File: config.mk
export PLATFORM = sky130hd
export DESIGN_NAME = cau_divider
export DESIGN_NICKNAME = d
export VERILOG_FILES = /design/src/rtl/core/cau_pkg.sv /design/src/rtl/core/cau_divider.sv
export SDC_FILE = /design/constraint.sdc
export NUM_CORES = 1
export LEC_CHECK = 0
export ABC_AREA = 1
export BUFFER_PORTS_ARGS = -buffer_cell sky130_fd_sc_hd__buf_2
export CORE_AREA = 2 2 421 423
export CTS_BUF_LIST = sky130_fd_sc_hd__clkbuf_4 sky130_fd_sc_hd__clkbuf_8
export DETAILED_ROUTE_END_ITERATION = 8
export DIE_AREA = 0 0 423 425
export REMOVE_ABC_BUFFERS = 1
export SETUP_SLACK_MARGIN = 0.1
export SLEW_MARGIN = 20
export SYNTH_ARGS = -nofsm -noshare
export SYNTH_HDL_FRONTEND = slang
export SYNTH_SLANG_ARGS = --single-unit
File: constraint.sdc
create_clock -name clock -period 2.52 [get_ports clock]
set_input_delay 0.504 -clock clock [delete_from_list [all_inputs] [get_ports clock]]
set_output_delay 0.504 -clock clock [all_outputs]
set_load 0.01 [all_outputs]
File: src/rtl/core/cau_pkg.sv
// ----------------------------------------------------------------------------
// cau_pkg: shared types and opcodes for the complex arithmetic unit
// Opcode codes and the per-beat control word carried down the pipeline.
// ----------------------------------------------------------------------------
package cau_pkg;

   typedef enum logic [3:0] {
      OP_ADD      = 4'd0,
      OP_SUB      = 4'd1,
      OP_MUL      = 4'd2,
      OP_DIV      = 4'd3,
      OP_ADD_REAL = 4'd4,
      OP_SUB_REAL = 4'd5,
      OP_MUL_REAL = 4'd6,
      OP_DIV_REAL = 4'd7,
      OP_CONJ     = 4'd8
   } opcode_type;

   typedef struct packed {
      logic valid;
      logic is_div;
      logic dz;
      logic eq;
   } ctl_type;

endpackage

File: src/rtl/core/cau_divider.sv
// ----------------------------------------------------------------------------
// cau_divider: pipelined signed divider
// One quotient bit per stage, truncating toward zero; a beat may enter
// every cycle. Control bits ride along with the data.
// ----------------------------------------------------------------------------
module cau_divider #(
   parameter int W = 16
) (
   input  logic                   clock,
   input  logic                   reset,
   input  logic                   in_valid,
   input  logic signed [W-1:0]    in_num,
   input  logic signed [W-1:0]    in_den,
   input  cau_pkg::ctl_type       in_ctl,
   input  logic        [W-1:0]    in_pass_real,
   input  logic        [W-1:0]    in_pass_imag,
   output logic                   out_valid,
   output logic        [W-1:0]    out_quot,
   output cau_pkg::ctl_type       out_ctl,
   output logic        [W-1:0]    out_pass_real,
   output logic        [W-1:0]    out_pass_imag
);
   import cau_pkg::*;

   logic [W:0]   vld_ff;
   logic [W-1:0] rem_ff  [W+1];
   logic [W-1:0] quo_ff  [W+1];
   logic [W-1:0] den_ff  [W+1];
   logic         neg_ff  [W+1];
   ctl_type      ctl_ff  [W+1];
   logic [W-1:0] pr_ff   [W+1];
   logic [W-1:0] pi_ff   [W+1];

   logic [W-1:0] num_mag_in, den_mag_in;

   always_comb begin
      num_mag_in = in_num[W-1] ? W'(-in_num) : W'(in_num);
      den_mag_in = in_den[W-1] ? W'(-in_den) : W'(in_den);
   end

   // stage 0 registers magnitudes; stages 1..W each resolve one quotient bit
   always_ff @(posedge clock) begin
      if (reset) begin
         vld_ff <= '0;
      end else begin
         vld_ff <= {vld_ff[W-1:0], in_valid};
      end
   end

   always_ff @(posedge clock) begin
      rem_ff[0] <= '0;
      quo_ff[0] <= num_mag_in;
      den_ff[0] <= den_mag_in;
      neg_ff[0] <= in_num[W-1] ^ in_den[W-1];
      ctl_ff[0] <= in_ctl;
      pr_ff[0]  <= in_pass_real;
      pi_ff[0]  <= in_pass_imag;
   end

   for (genvar s = 0; s < W; s++) begin : g_stage
      logic [W:0]   trial;
      logic [W:0]   diff;
      always_comb begin
         trial = {rem_ff[s], quo_ff[s][W-1]};
         diff  = trial - {1'b0, den_ff[s]};
      end
      always_ff @(posedge clock) begin
         if (!diff[W]) begin
            rem_ff[s+1] <= diff[W-1:0];
         end else begin
            rem_ff[s+1] <= trial[W-1:0];
         end
         quo_ff[s+1] <= {quo_ff[s][W-2:0], ~diff[W]};
         den_ff[s+1] <= den_ff[s];
         neg_ff[s+1] <= neg_ff[s];
         ctl_ff[s+1] <= ctl_ff[s];
         pr_ff[s+1]  <= pr_ff[s];
         pi_ff[s+1]  <= pi_ff[s];
      end
   end

   assign out_valid     = vld_ff[W];
   assign out_quot      = neg_ff[W] ? W'(-quo_ff[W]) : quo_ff[W];
   assign out_ctl       = ctl_ff[W];
   assign out_pass_real = pr_ff[W];
   assign out_pass_imag = pi_ff[W];

endmodule

# After elaboration in Yosys (flattened, before gate mapping)
# Memories as Yosys holds them, arrays and structs flattened.
# Index checks and enable logic that the tools add are counted.
# word_totals
ramBits	1445
memories	7
in_bits	71
register_bits	17
elab_cells	111
out_inout_bits	53
# classes
addsub	19
n_mux	51
n_bitwise	33
# mem_list
name	words	word_bits	read_ports	rd_clocked_by_memory_dff	write_ports	line	source
den_ff	17	16	16	0	17	cau_divider.sv:28	logic [W-1:0] den_ff [W+1];
pi_ff	17	16	17	0	17	cau_divider.sv:32	logic [W-1:0] pi_ff [W+1];
pr_ff	17	16	17	0	17	cau_divider.sv:31	logic [W-1:0] pr_ff [W+1];
quo_ff	17	16	17	0	17	cau_divider.sv:27	logic [W-1:0] quo_ff [W+1];
rem_ff	17	16	16	0	17	cau_divider.sv:26	logic [W-1:0] rem_ff [W+1];
ctl_ff	17	4	17	0	17	cau_divider.sv:30	ctl_type ctl_ff [W+1];
+1 memories	--	--	--	--	--	--	
# op_table
op	n
$mux 16	19
$sub 17x16->17	16
$neg 16->16	3
$mux 1	32
$not 1->1	16
$or 1x1->1	16
$xor 1x1->1	1

# Depth between registers and ports, before layout
# Gate-level depths: netlist of the first run.
# logic_depth
depth_word	3
depth_mapped	15
ltp_nobuf	14

# Least setup slack after synthesis of the first run
# Ideal clock, no wire load.
# synth_timing
kind	reg-to-reg
start	memory quo_ff[7][15], in the netlist quo_ff[0][127]
end	memory rem_ff[8][5]
path_stages_with_launch	15
synth_period_minus_slack_ps	1958
arrival_ps	1846
n_path_buf	1
setup_time_ps	112
path_slack_ps	562
path_cell_list	dfxtp_1 > inv_1 > ha_1 > fa_1 > inv_1 > nand2_1 > nand2_1 > nand3_2 > nand2_2 > nand2_4 > nand2_4 > nand2_4 > buf_4 > nand3_1 > nand2_1
# synth_lines
element	line
from (decl)	cau_divider.sv:27
to (decl)	cau_divider.sv:26

==> results.py, run 1 <==
metrics = {
    "floorplanning": {
        "rows": 154,
        "die_h_microns": 425,
        "ios": 124,
        "die_x_microns": 423,
        "die-area_sq_mm": 0.180,
        "initial_core_util_pct": 28.8,
        "core_sq_mm": 0.175,
    },
    "routing": {
        "first_pass_iters": 6,
        "wl_per_cell_microns": 12.1,
        "antenna_left": 0,
        "vias_per_cell": 4.01,
        "first_iter_violations": 1353,
        "num_vias": 34877,
        "routed_wl_microns": 105000,
        "drc": 0,
    },
    "yosys": {
        "yosysWarnings": 0,
        "synthArstFlopShare_pct": 0,
        "synth_edf_count": 0,
        "netlist_instances": 5748,
        "ys_ff_latch": 1414,
        "synth.distinct_cells": 42,
        "synth_area_sq_mm": 0.0506,
        "synthTopCellsByArea": "dfxtp_1, nand2_1, inv_1, ha_1, nand3_1",
        "yosysTopAreaCell": "dfxtp_1",
        "synth_area_per_cell_sq_um": 8.80,
        "synth_ff_type": "dfxtp_1",
        "ys_seq_area_share_pct": 56.0,
        "synth_top_area_share_pct": 56.0,
    },
    "finish": {
        "nFillCells": 17924,
        "area_growth_pct": 19.4,
        "multi_input_area_sq_mm": 0.0180,
        "design_area_sq_mm": 0.0604,
        "layout-drive-gt1-share_pct": 13.8,
        "regArea_sq_mm": 0.0283,
        "nets": 6493,
    },
    "critical_path": {
        "cp.arrival_ns": 2.35,
        "path_class": "register to primary output",
        "r2r.worst_path.cells": 13,
        "required_ns": 2.02,
        "path_cells": "inv_4 > buf_4 > nand3_4 > nor2_2 > nand2_2 > nor2_2 > nand4_1 > nand2_1 > nand2_1 > nand2_1 > buf_2",
        "cp_common_cell": "nand2_1",
        "critPathLaunchType": "register",
        "endpoint_kind": "primary output",
        "slowest_delay_ns": 0.36,
        "cp_slowest_cell": "dfxtp_4",
        "cp_max_fo": 4,
    },
    "sta": {
        "finalCritPeriodShare_pct": 113,
        "fmax_mhz": 350,
        "max_slew_margin_pct": 57.8,
        "worst-slew-pin-transition_ns": 0.629,
        "rsz0062_at_grt": "true",
        "finalSetupViolCount": 14,
        "hold_viol_final": 0,
        "finalWorstSetupSlack_ns": -0.336,
        "slew_viol_final": 0,
        "fin_skew_ns": 0.0765,
        "min_period_ns": 2.86,
    },
    "clock_tree": {
        "cts_buffers": 229,
        "cts_tree": "yes",
        "cts_max_path_buffers": 3,
        "htree_levels": 4,
        "path_clk_slew_ns": 0.06,
        "insertion_delay_ns": 1.00,
        "root_buffer": "clkbuf_8",
        "clock_sinks": 1414,
    },
    "min_path": {
        "hold_path_class": "primary input to register",
        "hold_depth": 2,
    },
    "global_route": {
        "grt_max_degree": 25,
        "antenna_found_initial": 3,
        "grt_pass1_vias": 35285,
        "grt_use_total_pct": 11.4,
        "grt_first_pass_wirelength_microns": 167000,
        "overflow": 0,
    },
    "power_and_ir_drop": {
        "p_per_area_mw_per_mm2": 1320,
        "p_leak_uw": 0.0310,
        "ir_drop_mv": 0.602,
    },
    "placed_design": {
        "pre_cts_slack_ns": -0.139,
        "dp_hpwl_microns": 79000,
        "gp_congestion": 0.912,
        "placed_area_sq_mm": 0.0535,
        "io_buffer_count": 123,
    },
    "status": {
        "status": "complete, but fails checks",
        "violations": "negative setup slack",
    },
    "job": {
        "cap_violations": 0,
    },
}
cells in the mapped netlist, types with 3 or more instances:
master and number:
nand2_1 1691, dfxtp_1 1414, inv_1 999, nand3_1 425, ha_1 244, nor2_1 202
nand2_2 142, a21oi_1 108, xor2_1 87, buf_4 63, xnor2_1 45, nand4_1 43
nand2_4 40, and2_1 37, nand3b_1 29, fa_1 14, nand3_4 14, o21ai_0 14
or2_1 14, nor3_1 13, nand2_8 12, a21oi_4 11, buf_12 10, nor3_4 10
a31oi_1 9, inv_2 7, clkbuf_1 6, nand3_2 6, nor2_2 6, nor4_1 6
or2_2 6, nor3_2 4, a21oi_2 3, buf_2 3
layer usage:
| metal | vias to the layer above | global-route usage [%] | share of wire [%] |
|---|---|---|---|
| li1 | 18300 | - | - |
| met1 | 15607 | 11.0 | 38 |
| met2 | 636 | 22.1 | 53 |
| met3 | 332 | 2.67 | 3.8 |
| met4 | 2 | 6.67 | 5.0 |
| met5 | - | 0 | 0.012 |
placed cells by master (no fill, tap or decap), drive strengths merged, types with 14 or more instances in the layout:
cell         Yosys  layout
clkbuf           6     364
buf             80     163
fa              14      14
a21oi          122     122
nand4           43      43
dfxtp         1414    1414
nor3            27      27
xor2            87      87
clkinv           1      36
o21ai           14      14
or2             20      20
nor2           208     208
nand3b          29      29
inv           1006    1008
nand2         1885    1890
dlygate4sd3      0      96
xnor2           45      45
nand3          445     446
ha             244     244
and2            37      37
power breakdown:
group / internal [uW] / switching, uW
Sequential: 26500 / 2030
Clock: 12900 / 9260
Combinational: 10200 / 18500
kinds of logic after synthesis:
group | count (synthesis) | synth area share (%)
xor gates and xnor gates | 132 | 2.29
DFF | 1414 | 56.0
buffers and inverters | 1093 | 8.98
AOI/OAI and AO/OA | 149 | 1.78
and+or+nand+nor | 2701 | 24.4
adders and majority gates | 258 | 6.59
other | 1 | 0.00742
path summary, 6_finish.rpt:
check        slack [ns]        endpoint             start
max               -0.34    out_quot[15]    quo_ff[0][256]
max reg2reg        0.24  rem_ff[13][15]    quo_ff[0][207]
min                0.16    pi_ff[0][15]  in_pass_imag[15]
min reg2reg        0.27    pr_ff[0][39]      pr_ff[0][23]
metrics by stage:
step	hold WS, ns	TNS, ns	util [%]	instances	power, uW
5_1_grt	0.0452	-6.52	34.4	8690	85700
4_1_cts	0.000579	-6.27	34.3	8665	79900
6_report	0.157	-3.40	34.4	8690	79500
2_1_floorplan	0.310	0	-	5668	49700
3_3_place_gp	0.309	-0.229	30.5	8150	56300
3_5_place_dp	0.312	-0.207	30.5	8150	56800
area by class of cell:
class / instances / share of cell area [%]
clock buffer: 364 / 7.56
sequential: 1414 / 46.9
antenna: 2 / 0.00829
timing repair buffer: 259 / 3.16
inverter: 1007 / 6.26
tap: 2340 / 4.85
clock inverter: 51 / 1.51
multi-input combinational: 3253 / 29.8
flip-flops by register name, summed over array words and instances, names as in the netlist:
| name | cells |
|---|---|
| pi_ff | 272 |
| den_ff | 256 |
| pr_ff | 272 |
| quo_ff | 272 |
| neg_ff | 17 |
| vld_ff | 17 |
| ctl_ff | 68 |
| rem_ff | 240 |
worst max-delay path: cells and delay by family (launching register included):
family                 cells  cell delay (ns)
and+or+nand+nor            8             0.75
DFF                        1             0.36
buffers and inverters      3             0.30
what timing repair did:
item | 4_1_cts | 5_1_grt
endpoints found under the hold margin | 86 | 0
gates cloned | 0 | 6
hold buffers | 96 | 0
setup endpoints to repair | 15 | 64
gates resized for setup | 30 | 23
pin swaps | 8 | 11
setup buffers | 4 | 17
Note: power is estimated with default switching activity, not from simulation.
==> inputs of run 2 (changes only) <==
==> constraint.sdc (replaced) <==
create_clock -name clock -period 3.2 [get_ports clock]
set_input_delay 0.64 -clock clock [delete_from_list [all_inputs] [get_ports clock]]
set_output_delay 0.64 -clock clock [all_outputs]
set_load 0.01 [all_outputs]
==> results.py, run 2 (synthesis gave the netlist of run 1 again) <==
metrics = {
    "status": {
        "status": "completed",
    },
    "critical_path": {
        "path_cells": "inv_4 > ha_4 > nand3_4 > nor3_4 > nand4_1 > nand2_2 > nand2_1 > nand2_1 > nand2_1 > buf_2",
        "rrSetupSlack_ns": 0.82,
        "cp_slowest_cell": "dfxtp_2",
        "path_class": "register to primary output",
        "cp_common_cell": "nand2_1",
        "slowest_delay_ns": 0.33,
        "endpoint_kind": "primary output",
        "cp_max_fo": 5,
        "required_ns": 2.56,
        "critPathLaunchType": "register",
        "cp.arrival_ns": 2.32,
    },
    "routing": {
        "wl_per_cell_microns": 11.9,
        "routed_wl_microns": 103000,
        "first_iter_violations": 1230,
        "num_vias": 34715,
        "antenna_left": 0,
        "vias_per_cell": 4.02,
        "first_pass_iters": 6,
        "drc": 0,
    },
    "sta": {
        "min_period_ns": 2.96,
        "hold_slack_ns": 0.249,
        "finalCritPeriodShare_pct": 92.4,
        "finalSetupViolCount": 0,
        "hold_viol_final": 0,
        "slew_viol_final": 0,
        "fin_skew_ns": 0.0947,
        "max_slew_margin_pct": 62.4,
        "fmax_mhz": 338,
        "setup_tns_ns": 0,
        "rsz0062_at_grt": "true",
        "worst-slew-pin-transition_ns": 0.560,
    },
    "floorplanning": {
        "core_sq_mm": 0.175,
        "ios": 124,
        "initial_core_util_pct": 28.8,
        "rows": 154,
        "die_h_microns": 425,
        "die_x_microns": 423,
        "die-area_sq_mm": 0.180,
    },
    "global_route": {
        "grt_use_total_pct": 11.2,
        "grt_max_degree": 22,
        "antenna_found_initial": 4,
        "overflow": 0,
        "grt_pass1_vias": 34894,
        "grt_first_pass_wirelength_microns": 165000,
    },
    "clock_tree": {
        "root_buffer": "clkbuf_8",
        "cts_max_path_buffers": 3,
        "cts_buffers": 232,
        "cts_tree": "yes",
        "htree_levels": 4,
        "path_clk_slew_ns": 0.06,
        "insertion_delay_ns": 0.97,
        "clock_sinks": 1414,
    },
    "finish": {
        "nets": 6440,
        "reg_top3": "pi_ff (272), pr_ff (272), quo_ff (272)",
        "layout_commonest_cell": "nand2_1",
        "nFillCells": 17970,
        "area_growth_pct": 18.0,
        "design_area_sq_mm": 0.0597,
        "layout-drive-gt1-share_pct": 13.1,
        "instances_no_fill": 8642,
        "layout_common_cells": "nand2_1, dfxtp_1, inv_1",
    },
    "placed_design": {
        "dp_hpwl_microns": 77500,
        "io_buffer_count": 123,
        "placed_area_sq_mm": 0.0534,
        "gp_congestion": 0.909,
        "place_inst": 8134,
    },
    "power_and_ir_drop": {
        "p_per_area_mw_per_mm2": 1030,
        "p_leak_uw": 0.0306,
        "power.total_uw": 61600,
        "ir_drop_mv": 0.607,
    },
    "job": {
        "cap_violations": 0,
    },
    "min_path": {
        "hold_path_class": "register to register",
    },
}
==> run 2: cell count changes in the layout (fill, tap and decap cells not counted), moves of 5 or more <==
cell,previous run,this run
clkinv_2,17,29
clkinvlp_4,2,9
dlygate4sd3_1,96,82
clkbuf_4,71,62
inv_16,0,5
buf_4,39,4
nand2_1,1684,1689
nand2_8,17,12
inv_2,13,8
clkinv_16,12,4
==> run 2: metrics by stage <==
stage,setup slack (ns),utilization (%)
floorplan,1.26,-
global placement,0.0572,30.5
finish,0.244,34.0
global route,-0.0125,34.0
CTS,-0.0102,34.0
detailed placement,0.531,30.5
==> run 2: final timing paths <==
kind                   from  depth (start not counted)             end
max          quo_ff[0][256]                         10    out_quot[14]
min reg2reg  quo_ff[0][174]                          0  quo_ff[0][191]
max reg2reg  quo_ff[0][143]                         13    rem_ff[9][0]
min          quo_ff[0][174]                          0  quo_ff[0][191]
==> run 2: area by class of cell <==
type	instances	area [sq um]	share of cell area, %
Clock buffer	354	4480	7.52
Inverter	1007	3780	6.35
Sequential cell	1414	28300	47.5
Antenna cell	6	15.0	0.0252
Tap cell	2340	2930	4.91
Clock inverter	65	857	1.44
Multi-Input combinational cell	3247	17800	29.8
Timing Repair Buffer	209	1470	2.46
==> run 2: routing by layer <==
metal | vias to the layer above | GRT usage [%] | wire length [microns]
met3 | 359 | 2.84 | 4270
met1 | 15530 | 10.8 | 39000
met4 | 2 | 6.34 | 4830
li1 | 18180 | - | -
met2 | 644 | 21.6 | 54800
met5 | - | 0 | 11
==> run 2: critical path, delay by kind of cell (launching register included) <==
family                     cells  cell delay, ns
adders and majority gates      1            0.15
buffers and inverters          2            0.21
DFF                            1            0.33
and+or+nand+nor                7            0.72
==> run 2: report_power, final <==
group	total, uW	switching (uW)	internal, uW	leakage, uW
sequential	22300	1490	20800	0.0119
clock	17200	7300	9950	0.00279
combinational	22000	14400	7650	0.0159
total	61600	23200	38400	0.0306
==> run 2: what timing repair did <==
item	CTS	global route
hold buffers	82	0
buffers inserted	0	1
endpoints found under the setup margin	12	10
endpoints found under the hold margin	86	0
pin swaps	4	5
gates resized for setup	12	7
gates cloned	0	0
